**src/hdl/tps_pkg.sv**
```systemverilog
// Shared types, register indexes and constants of the thermal power supervisor.
`timescale 1ns / 1ps

package tps_pkg;

  localparam int CHECK_PERIOD = 100;
  localparam int CHECK_W      = 7;

  localparam int DIVIDEND_W = 21;
  localparam logic [DIVIDEND_W-1:0] FAN_DIVIDEND = 21'd2022436;
  localparam int DIVISOR_W  = 16;
  localparam int DIV_STEPS  = DIVIDEND_W;
  localparam int DIV_CNT_W  = 5;

  localparam int CFG_INDEX_W = 3;
  localparam int CFG_DATA_W  = 16;

  localparam logic [CFG_INDEX_W-1:0] REG_UVLO_ENABLE       = 3'd0;
  localparam logic [CFG_INDEX_W-1:0] REG_UVLO_ADC_MIN      = 3'd1;
  localparam logic [CFG_INDEX_W-1:0] REG_FAN_ON_ADC_MAX    = 3'd2;
  localparam logic [CFG_INDEX_W-1:0] REG_HOT_SET_ADC_MAX   = 3'd3;
  localparam logic [CFG_INDEX_W-1:0] REG_HOT_CLEAR_ADC_MIN = 3'd4;
  localparam logic [CFG_INDEX_W-1:0] REG_HOLD_TICKS        = 3'd5;
  localparam logic [CFG_INDEX_W-1:0] REG_LED_OFF_TICKS     = 3'd6;
  localparam logic [CFG_INDEX_W-1:0] REG_LED_ON_TICKS      = 3'd7;

  localparam logic [1:0] CAUSE_NONE   = 2'd0;
  localparam logic [1:0] CAUSE_BUTTON = 2'd1;
  localparam logic [1:0] CAUSE_UVLO   = 2'd2;

  localparam logic [7:0] FAN_MAX     = 8'd250;
  localparam logic [7:0] FAN_MIN     = 8'd30;
  localparam logic [DIVIDEND_W-1:0] FAN_Q_OFFSET = 21'd132;
  localparam logic [DIVIDEND_W-1:0] FAN_N_CLAMP  = 21'd100;

  typedef struct packed {
    logic        button_pressed;
    logic [11:0] vin_sample;
    logic [11:0] temp_sample;
  } in_t;

  typedef struct packed {
    logic [7:0] fan_compare;
    logic       over_temp;
    logic       over_temp_event;
    logic       status_led;
    logic       shutdown_request;
    logic [1:0] shutdown_cause;
  } out_t;

  typedef struct packed {
    logic load;
    logic step;
    logic commit;
  } cmd_t;

  typedef struct packed {
    logic out_free;
  } status_t;

endpackage

```
**src/hdl/thermal_power_supervisor_top.sv**
```systemverilog
// Top level of the thermal power supervisor.
`timescale 1ns / 1ps

// Takes one 1 ms tick per transfer and returns one status result per tick.
// Each tick runs through a radix-2 restoring divider for the fan curve, one
// quotient bit per cycle; a tick passes through an accept state, 21 divider
// steps and a commit state, which waits for a free output, before the next transfer.
// A result waits in the output register while the next tick is taken in; the
// commit of that next tick waits only if the previous result is still held.
// Configuration writes take effect at once and belong between ticks.
module thermal_power_supervisor_top import tps_pkg::*; (
  input  logic                   clk,
  input  logic                   rst,
  input  logic                   in_valid,
  output logic                   in_stall,
  input  in_t                    in_data,
  output logic                   out_valid,
  input  logic                   out_stall,
  output out_t                   out_data,
  input  logic                   cfg_we,
  input  logic [CFG_INDEX_W-1:0] cfg_index,
  input  logic [CFG_DATA_W-1:0]  cfg_data
);

  cmd_t    cmd;
  status_t status;

  tps_ctrl u_ctrl (
    .clk      (clk),
    .rst      (rst),
    .in_valid (in_valid),
    .in_stall (in_stall),
    .status   (status),
    .cmd      (cmd)
  );

  tps_datapath u_datapath (
    .clk       (clk),
    .rst       (rst),
    .in_data   (in_data),
    .cmd       (cmd),
    .status    (status),
    .cfg_we    (cfg_we),
    .cfg_index (cfg_index),
    .cfg_data  (cfg_data),
    .out_valid (out_valid),
    .out_stall (out_stall),
    .out_data  (out_data)
  );

endmodule

```
**src/hdl/tps_ctrl.sv**
```systemverilog
// Controller state machine: transfer, divider sequencing and commit.
`timescale 1ns / 1ps

module tps_ctrl import tps_pkg::*; (
  input  logic    clk,
  input  logic    rst,
  input  logic    in_valid,
  output logic    in_stall,
  input  status_t status,
  output cmd_t    cmd
);

  localparam logic [1:0] S_IDLE   = 2'd0;
  localparam logic [1:0] S_DIV    = 2'd1;
  localparam logic [1:0] S_COMMIT = 2'd2;

  logic [1:0]           state;
  logic [1:0]           state_next;
  logic [DIV_CNT_W-1:0] count;
  logic [DIV_CNT_W-1:0] count_next;

  always_comb begin
    state_next = state;
    count_next = count;
    cmd        = '0;
    in_stall   = 1'b1;
    unique case (state)
      S_IDLE: begin
        in_stall = 1'b0;
        if (in_valid) begin
          cmd.load   = 1'b1;
          count_next = DIV_CNT_W'(DIV_STEPS - 1);
          state_next = S_DIV;
        end
      end
      S_DIV: begin
        cmd.step   = 1'b1;
        count_next = count - 1'b1;
        if (count == '0) begin
          state_next = S_COMMIT;
        end
      end
      S_COMMIT: begin
        if (status.out_free) begin
          cmd.commit = 1'b1;
          state_next = S_IDLE;
        end
      end
      default: begin
        state_next = S_IDLE;
      end
    endcase
  end

  always_ff @(posedge clk) begin
    if (rst) begin
      state <= S_IDLE;
      count <= '0;
    end else begin
      state <= state_next;
      count <= count_next;
    end
  end

  a_load_to_div: assert property (@(posedge clk) disable iff (rst)
    cmd.load |=> state == S_DIV && count == DIV_CNT_W'(DIV_STEPS - 1))
    else $error("divider not started after transfer");

  a_div_ends: assert property (@(posedge clk) disable iff (rst)
    state == S_DIV && count == '0 |=> state == S_COMMIT)
    else $error("divider sequence did not end in commit");

  a_commit_after_div: assert property (@(posedge clk) disable iff (rst)
    cmd.commit |-> $past(state) == S_DIV || $past(state) == S_COMMIT)
    else $error("commit without a finished division");

endmodule

```
**src/hdl/tps_datapath.sv**
```systemverilog
// Datapath: configuration, supervisor state, serial divider and output register.
`timescale 1ns / 1ps

module tps_datapath import tps_pkg::*; (
  input  logic                   clk,
  input  logic                   rst,
  input  in_t                    in_data,
  input  cmd_t                   cmd,
  output status_t                status,
  input  logic                   cfg_we,
  input  logic [CFG_INDEX_W-1:0] cfg_index,
  input  logic [CFG_DATA_W-1:0]  cfg_data,
  output logic                   out_valid,
  input  logic                   out_stall,
  output out_t                   out_data
);

  logic        uvlo_enable;
  logic [11:0] uvlo_adc_min;
  logic [11:0] fan_on_adc_max;
  logic [11:0] hot_set_adc_max;
  logic [11:0] hot_clear_adc_min;
  logic [15:0] hold_ticks;
  logic [15:0] led_off_ticks;
  logic [15:0] led_on_ticks;

  logic [CHECK_W-1:0] check_elapsed;
  logic [15:0]        led_elapsed;
  logic               led_lit;
  logic [15:0]        hold_elapsed;
  logic               over_temp_state;
  logic [7:0]         fan_level;
  logic               halted;

  logic [CHECK_W-1:0] check_elapsed_next;
  logic [15:0]        led_elapsed_next;
  logic               led_lit_next;
  logic [15:0]        hold_elapsed_next;
  logic               over_temp_state_next;
  logic [7:0]         fan_level_next;
  logic               halted_next;
  out_t               result_next;

  in_t                   item;
  logic [DIVIDEND_W-1:0] dq;
  logic [DIVISOR_W-1:0]  rem;
  logic [DIVISOR_W-1:0]  divisor;
  logic [DIVISOR_W:0]    rem_sh;
  logic [DIVISOR_W+1:0]  diff;

  logic [DIVIDEND_W-1:0] fan_n;
  logic [8:0]            fan_v;
  logic [7:0]            fan_calc;
  logic [CHECK_W-1:0]    check_inc;
  logic                  check_hit;
  logic [15:0]           led_inc;
  logic [15:0]           hold_inc;
  logic                  request;

  always_ff @(posedge clk) begin
    if (rst) begin
      uvlo_enable       <= 1'b0;
      uvlo_adc_min      <= 12'd2571;
      fan_on_adc_max    <= 12'd1532;
      hot_set_adc_max   <= 12'd722;
      hot_clear_adc_min <= 12'd778;
      hold_ticks        <= 16'd200;
      led_off_ticks     <= 16'd100;
      led_on_ticks      <= 16'd500;
    end else if (cfg_we) begin
      unique case (cfg_index)
        REG_UVLO_ENABLE:       uvlo_enable       <= cfg_data[0];
        REG_UVLO_ADC_MIN:      uvlo_adc_min      <= cfg_data[11:0];
        REG_FAN_ON_ADC_MAX:    fan_on_adc_max    <= cfg_data[11:0];
        REG_HOT_SET_ADC_MAX:   hot_set_adc_max   <= cfg_data[11:0];
        REG_HOT_CLEAR_ADC_MIN: hot_clear_adc_min <= cfg_data[11:0];
        REG_HOLD_TICKS:        hold_ticks        <= cfg_data;
        REG_LED_OFF_TICKS:     led_off_ticks     <= cfg_data;
        REG_LED_ON_TICKS:      led_on_ticks      <= cfg_data;
        default: begin
        end
      endcase
    end
  end

  // restoring divider, one quotient bit per step
  assign divisor = {1'b0, item.temp_sample, 3'b000} + {3'b000, item.temp_sample, 1'b0};
  assign rem_sh  = {rem, dq[DIVIDEND_W-1]};
  assign diff    = {1'b0, rem_sh} - {2'b00, divisor};

  always_ff @(posedge clk) begin
    if (cmd.load) begin
      item <= in_data;
      dq   <= FAN_DIVIDEND;
      rem  <= '0;
    end else if (cmd.step) begin
      dq  <= {dq[DIVIDEND_W-2:0], ~diff[DIVISOR_W+1]};
      rem <= diff[DIVISOR_W+1] ? rem_sh[DIVISOR_W-1:0] : diff[DIVISOR_W-1:0];
    end
  end

  // fan compare from the quotient
  always_comb begin
    fan_n    = dq - FAN_Q_OFFSET;
    fan_v    = ({2'b00, fan_n[6:0]} << 2) + {2'b00, fan_n[6:0]};
    fan_v    = fan_v >> 1;
    if (item.temp_sample == '0) begin
      fan_calc = FAN_MAX;
    end else if (dq < FAN_Q_OFFSET) begin
      fan_calc = '0;
    end else if (fan_n > FAN_N_CLAMP) begin
      fan_calc = FAN_MAX;
    end else if (fan_v < {1'b0, FAN_MIN}) begin
      fan_calc = '0;
    end else begin
      fan_calc = fan_v[7:0];
    end
  end

  always_comb begin
    check_elapsed_next   = check_elapsed;
    led_elapsed_next     = led_elapsed;
    led_lit_next         = led_lit;
    hold_elapsed_next    = hold_elapsed;
    over_temp_state_next = over_temp_state;
    fan_level_next       = fan_level;
    halted_next          = halted;
    request              = 1'b0;
    result_next          = '0;
    result_next.shutdown_cause = CAUSE_NONE;
    check_inc = check_elapsed + 1'b1;
    check_hit = check_inc >= CHECK_W'(CHECK_PERIOD);
    led_inc   = (led_elapsed == 16'hFFFF) ? led_elapsed : led_elapsed + 1'b1;
    hold_inc  = (hold_elapsed == 16'hFFFF) ? hold_elapsed : hold_elapsed + 1'b1;
    if (!halted) begin
      check_elapsed_next = check_hit ? '0 : check_inc;
      if (check_hit) begin
        if (item.temp_sample <= fan_on_adc_max) begin
          fan_level_next = fan_calc;
        end
        if (item.temp_sample <= hot_set_adc_max && !over_temp_state) begin
          over_temp_state_next        = 1'b1;
          result_next.over_temp_event = 1'b1;
        end else if (item.temp_sample >= hot_clear_adc_min) begin
          over_temp_state_next = 1'b0;
        end
        if (uvlo_enable && item.vin_sample < uvlo_adc_min) begin
          request                    = 1'b1;
          result_next.shutdown_cause = CAUSE_UVLO;
          halted_next                = 1'b1;
        end
      end
      if (!request) begin
        led_elapsed_next = led_inc;
        if (!led_lit && led_inc >= led_off_ticks) begin
          led_lit_next     = 1'b1;
          led_elapsed_next = '0;
        end else if (led_lit && led_inc >= led_on_ticks) begin
          led_lit_next     = 1'b0;
          led_elapsed_next = '0;
        end
        if (item.button_pressed) begin
          hold_elapsed_next = hold_inc;
          if (hold_inc >= hold_ticks) begin
            request                    = 1'b1;
            result_next.shutdown_cause = CAUSE_BUTTON;
            halted_next                = 1'b1;
          end
        end else begin
          hold_elapsed_next = '0;
        end
      end
    end
    result_next.fan_compare      = fan_level_next;
    result_next.over_temp        = over_temp_state_next;
    result_next.status_led       = led_lit_next;
    result_next.shutdown_request = request;
  end

  always_ff @(posedge clk) begin
    if (rst) begin
      check_elapsed   <= '0;
      led_elapsed     <= '0;
      led_lit         <= 1'b0;
      hold_elapsed    <= '0;
      over_temp_state <= 1'b0;
      fan_level       <= '0;
      halted          <= 1'b0;
    end else if (cmd.commit) begin
      check_elapsed   <= check_elapsed_next;
      led_elapsed     <= led_elapsed_next;
      led_lit         <= led_lit_next;
      hold_elapsed    <= hold_elapsed_next;
      over_temp_state <= over_temp_state_next;
      fan_level       <= fan_level_next;
      halted          <= halted_next;
    end
  end

  // hold the result until its transfer
  always_ff @(posedge clk) begin
    if (rst) begin
      out_valid <= 1'b0;
    end else if (cmd.commit) begin
      out_valid <= 1'b1;
    end else if (!out_stall) begin
      out_valid <= 1'b0;
    end
  end

  always_ff @(posedge clk) begin
    if (cmd.commit) begin
      out_data <= result_next;
    end
  end

  assign status.out_free = !out_valid || !out_stall;

endmodule
```
**config.mk**
```make
export PLATFORM = sky130hd
export DESIGN_NAME = thermal_power_supervisor_top
export DESIGN_NICKNAME = d
export VERILOG_FILES = /design/src/hdl/tps_pkg.sv /design/src/hdl/thermal_power_supervisor_top.sv /design/src/hdl/tps_ctrl.sv /design/src/hdl/tps_datapath.sv
export SDC_FILE = /design/constraint.sdc
export NUM_CORES = 1
export LEC_CHECK = 0
export ABC_AREA = 1
export BUFFER_PORTS_ARGS = -buffer_cell sky130_fd_sc_hd__buf_2
export CAP_MARGIN = 20
export CORE_UTILIZATION = 55
export CTS_BUF_LIST = sky130_fd_sc_hd__clkbuf_4 sky130_fd_sc_hd__clkbuf_8 sky130_fd_sc_hd__clkbuf_16
export CTS_CLUSTER_SIZE = 8
export DETAILED_ROUTE_END_ITERATION = 10
export PLACE_DENSITY = 0.82
export REMOVE_ABC_BUFFERS = 1
export SYNTH_ARGS = -nofsm -noshare
export SYNTH_HDL_FRONTEND = slang
export SYNTH_HIERARCHICAL = 1
export SYNTH_SLANG_ARGS = --single-unit
```
**constraint.sdc**
```tcl
create_clock -name clk -period 4.6 [get_ports clk]
set_clock_uncertainty 0.1 [all_clocks]
set_input_delay 0.69 -clock clk [delete_from_list [all_inputs] [get_ports clk]]
set_output_delay 0.69 -clock clk [all_outputs]
set_load 0.02 [all_outputs]
```
==> metrics.yaml <==
finish:
  final_util: 0.632
  stdcell_count: 2166
  nets: 2017
  flow.area_growth_from_synthesis_pct: 11.4
  drive_gt1_frac: 0.0899
sta:
  fmax_mhz: 271
  finalSetupViolations: 0
  min_period_ns: 3.69
  drv_slew: 0
  worst_pin_slew_ns: 0.877
  fin_tns_setup_ns: 0
  slew_headroom: 0.413
  period_share: 0.801
  rsz0062_at_grt: "no"
  finalHoldViolCount: 0
route:
  routed_via_density: 5.57
  drc_errors: 0
  wirelength_um: 33800
  drt_iter0_markers: 786
  ant_nets: 0
  drt_pass1_iterations: 5
  wl_per_cell_um: 15.6
  vias: 12075
critical_path:
  startpoint: "u_datapath/led_elapsed[0]"
  cp_data_required_time_ns: 4.87
  worstPathArrival_ns: 3.95
  rr_worst_depth: 17
  regToRegSetupSlack_ns: 0.91
  reg2reg_to: "u_datapath/led_elapsed[3]"
  endpoint: "u_datapath/led_elapsed[3]"
  crit_path_end_kind: "flop"
  r2r_start: "u_datapath/led_elapsed[0]"
  critPathLaunchType: "flop"
  cp_max_fo: 16
  critPathKind: "flop to flop"
die:
  start_util: 0.568
  ios: 65
  die-area_um2: 25100
  dieHeight_um: 159
  rows: 56
  core_area_um2: 23800
  die_w_um: 159
synthesis:
  ys_types: 51
  synth_ff_type: "dfxtp_1"
  synthArstFlopShare: 0
  synth_area_um2: 13500
  yosysTopAreaCellShare: 0.285
  syn-instance-count: 1776
  ys.warnings.count: 6
  ys_ff_latch: 231
  yosys.area.top_type: "dfxtp_1"
  synth_area_per_cell_um2: 7.59
  synth_area_leaders: "dfxtp_1 (29%), ha_1 (12%), nand2_1 (9.2%)"
  synth-seq-area-share: 0.372
  synth-edff-count: 39
global_route:
  grtUsageTotal: 0.274
  antenna_found_initial: 1
  grt_pass1_vias: 11581
  overflow: 0
  grt_max_degree: 57
  grt_pass1_wl_um: 55000
cts:
  holdBufCountCts: 0
  cts_made_buffers: 34
  clk_pin_slew_worst_paths_ns: 0.05
  htree_levels: 2
  ctsRootBufferMaster: "clkbuf_16"
  clock_path_buffers: 3
  post-cts-setup-buffers: 0
  cts_tree: "built"
  clock_sinks: 231
  clk_latency_ns: 0.52
  cts_resized: 0
pwr:
  ir_drop_uv: 234
  power.total_mw: 6.20
  p_per_area_nw_per_um2: 413
  p_leak_nw: 6.80
outcome:
  status: "finished clean"
placement:
  gp_congestion: 0.944
  dp_hpwl_um: 24200
  port_buffers: 64
  dp.cells: 2115
hold_path:
  hp-class: "primary input to flop"
flow_run:
  cap_violations: 0
-- synth_stat cells (all sizes together) (2+ instances only) --
| library cell | instances |
|---|---|
| a211oi | 14 |
| a21boi | 2 |
| a21o | 2 |
| a21oi | 203 |
| a2bb2oi | 3 |
| a31oi | 8 |
| and2 | 2 |
| buf | 13 |
| clkbuf | 40 |
| clkinv | 2 |
| dfxtp | 192 |
| edfxtp | 39 |
| fa | 11 |
| ha | 125 |
| inv | 259 |
| nand2 | 337 |
| nand3 | 83 |
| nand3b | 8 |
| nand4 | 34 |
| nor2 | 138 |
| nor3 | 23 |
| nor3b | 2 |
| nor4 | 5 |
| o2111ai | 2 |
| o211ai | 37 |
| o21a | 3 |
| o21ai | 131 |
| o22ai | 2 |
| or2 | 7 |
| xnor2 | 14 |
| xor2 | 30 |
-- cell families after synthesis --
logic type | Yosys count | share of synthesized area
adder cells (fa/ha/maj) | 136 | 0.132
AO/OA/AOI/OAI | 411 | 0.167
flip-flops | 231 | 0.372
XOR/XNOR | 44 | 0.0286
buffers and inverters | 314 | 0.0908
AND/OR/NAND/NOR | 640 | 0.209
-- worst min path at each step --
stage | from | endpoint | cells after the start
global placement | u_datapath/hot_clear_adc_min[11] | u_datapath/hot_clear_adc_min[11] | 2
global route | in_data[18] | u_datapath/item[18] | 1
floorplan | u_datapath/fan_on_adc_max[11] | u_datapath/fan_on_adc_max[11] | 2
detailed placement | u_datapath/uvlo_adc_min[5] | u_datapath/uvlo_adc_min[5] | 2
CTS | in_data[18] | u_datapath/item[18] | 1
finish | in_data[18] | u_datapath/item[18] | 1
-- cell type report --
| cell class | count | area (um2) |
|---|---|---|
| fillers | 2036 | 8740 |
| multi-input cells | 1231 | 7250 |
| flip-flops and latches | 231 | 5010 |
| inverters | 261 | 980 |
| clock buffers | 47 | 948 |
| well taps | 319 | 399 |
| repair buffers | 73 | 388 |
| clock inverters | 3 | 33.8 |
| diodes | 1 | 2.50 |
-- report_power, final --
group          total [mW]  switching (mW)  internal (mW)
clock                2.30           0.878           1.43
sequential           2.34           0.132           2.21
combinational        1.55           0.989          0.565
total                6.20            2.00           4.20
-- registers in the layout, indices dropped and copies added (netlist names), 7 cells and up --
name and count:
u_datapath/fan_on_adc_max 12, u_datapath/uvlo_adc_min 12, u_datapath/hold_elapsed 16, u_datapath/item 25
u_datapath/led_off_ticks 16, u_datapath/hot_set_adc_max 12, u_datapath/hot_clear_adc_min 12, u_datapath/rem 16
u_datapath/fan_level 8, u_datapath/check_elapsed 7, u_datapath/hold_ticks 16, u_datapath/out_data 14
u_datapath/led_on_ticks 16, u_datapath/led_elapsed 16, u_datapath/dq 21
-- stage by stage --
stage          hold slack [ns]  instance area, um2  setup slack [ns]
3_3_place_gp             0.350               14000              1.15
5_1_grt                  0.246               15000             0.511
2_1_floorplan            0.338               13200             0.453
4_1_cts                  0.238               15000             0.978
6_report                 0.248               15000             0.914
3_5_place_dp             0.352               14000              1.01
-- layer usage --
layer / global-route usage / wire length, um / part of all wire / up-vias
met5: 0 / 0 / 0 / -
met4: 0.112 / 1120 / 0.033 / 0
met3: 0.0411 / 1760 / 0.052 / 82
met2: 0.475 / 16400 / 0.48 / 353
met1: 0.339 / 14500 / 0.43 / 5607
li1: - / - / - / 6033
-- worst max-delay path, cell delays in order (launching register included) --
cell and delay [ns]:
dfxtp_1 0.40, ha_1 0.21, nand2_1 0.09, nor3b_2 0.33, nand3_1 0.19, nor2_2 0.22, inv_1 0.21, nand2_1 0.18
ha_1 0.16, nand2_1 0.06, inv_1 0.05, nand3_1 0.09, nor3_1 0.31, nand3_1 0.11, nand3_1 0.15, nand2_1 0.35
nand4_1 0.24, a21oi_1 0.08
-- placed cells by master (no fill, tap or decap), types with 9 or more instances in the layout --
cell       count
nand2_1      332
inv_1        251
a21oi_1      202
dfxtp_1      192
nor2_1       128
ha_1         125
o21ai_0      124
nand3_1       78
buf_2         64
edfxtp_1      39
o211ai_1      37
clkbuf_16     34
nand4_1       34
xor2_1        30
nor3_1        19
xnor2_1       14
a211oi_1      14
clkbuf_4      13
fa_1          11
buf_4          9
No activity file was read; power rests on OpenSTA's default activity.
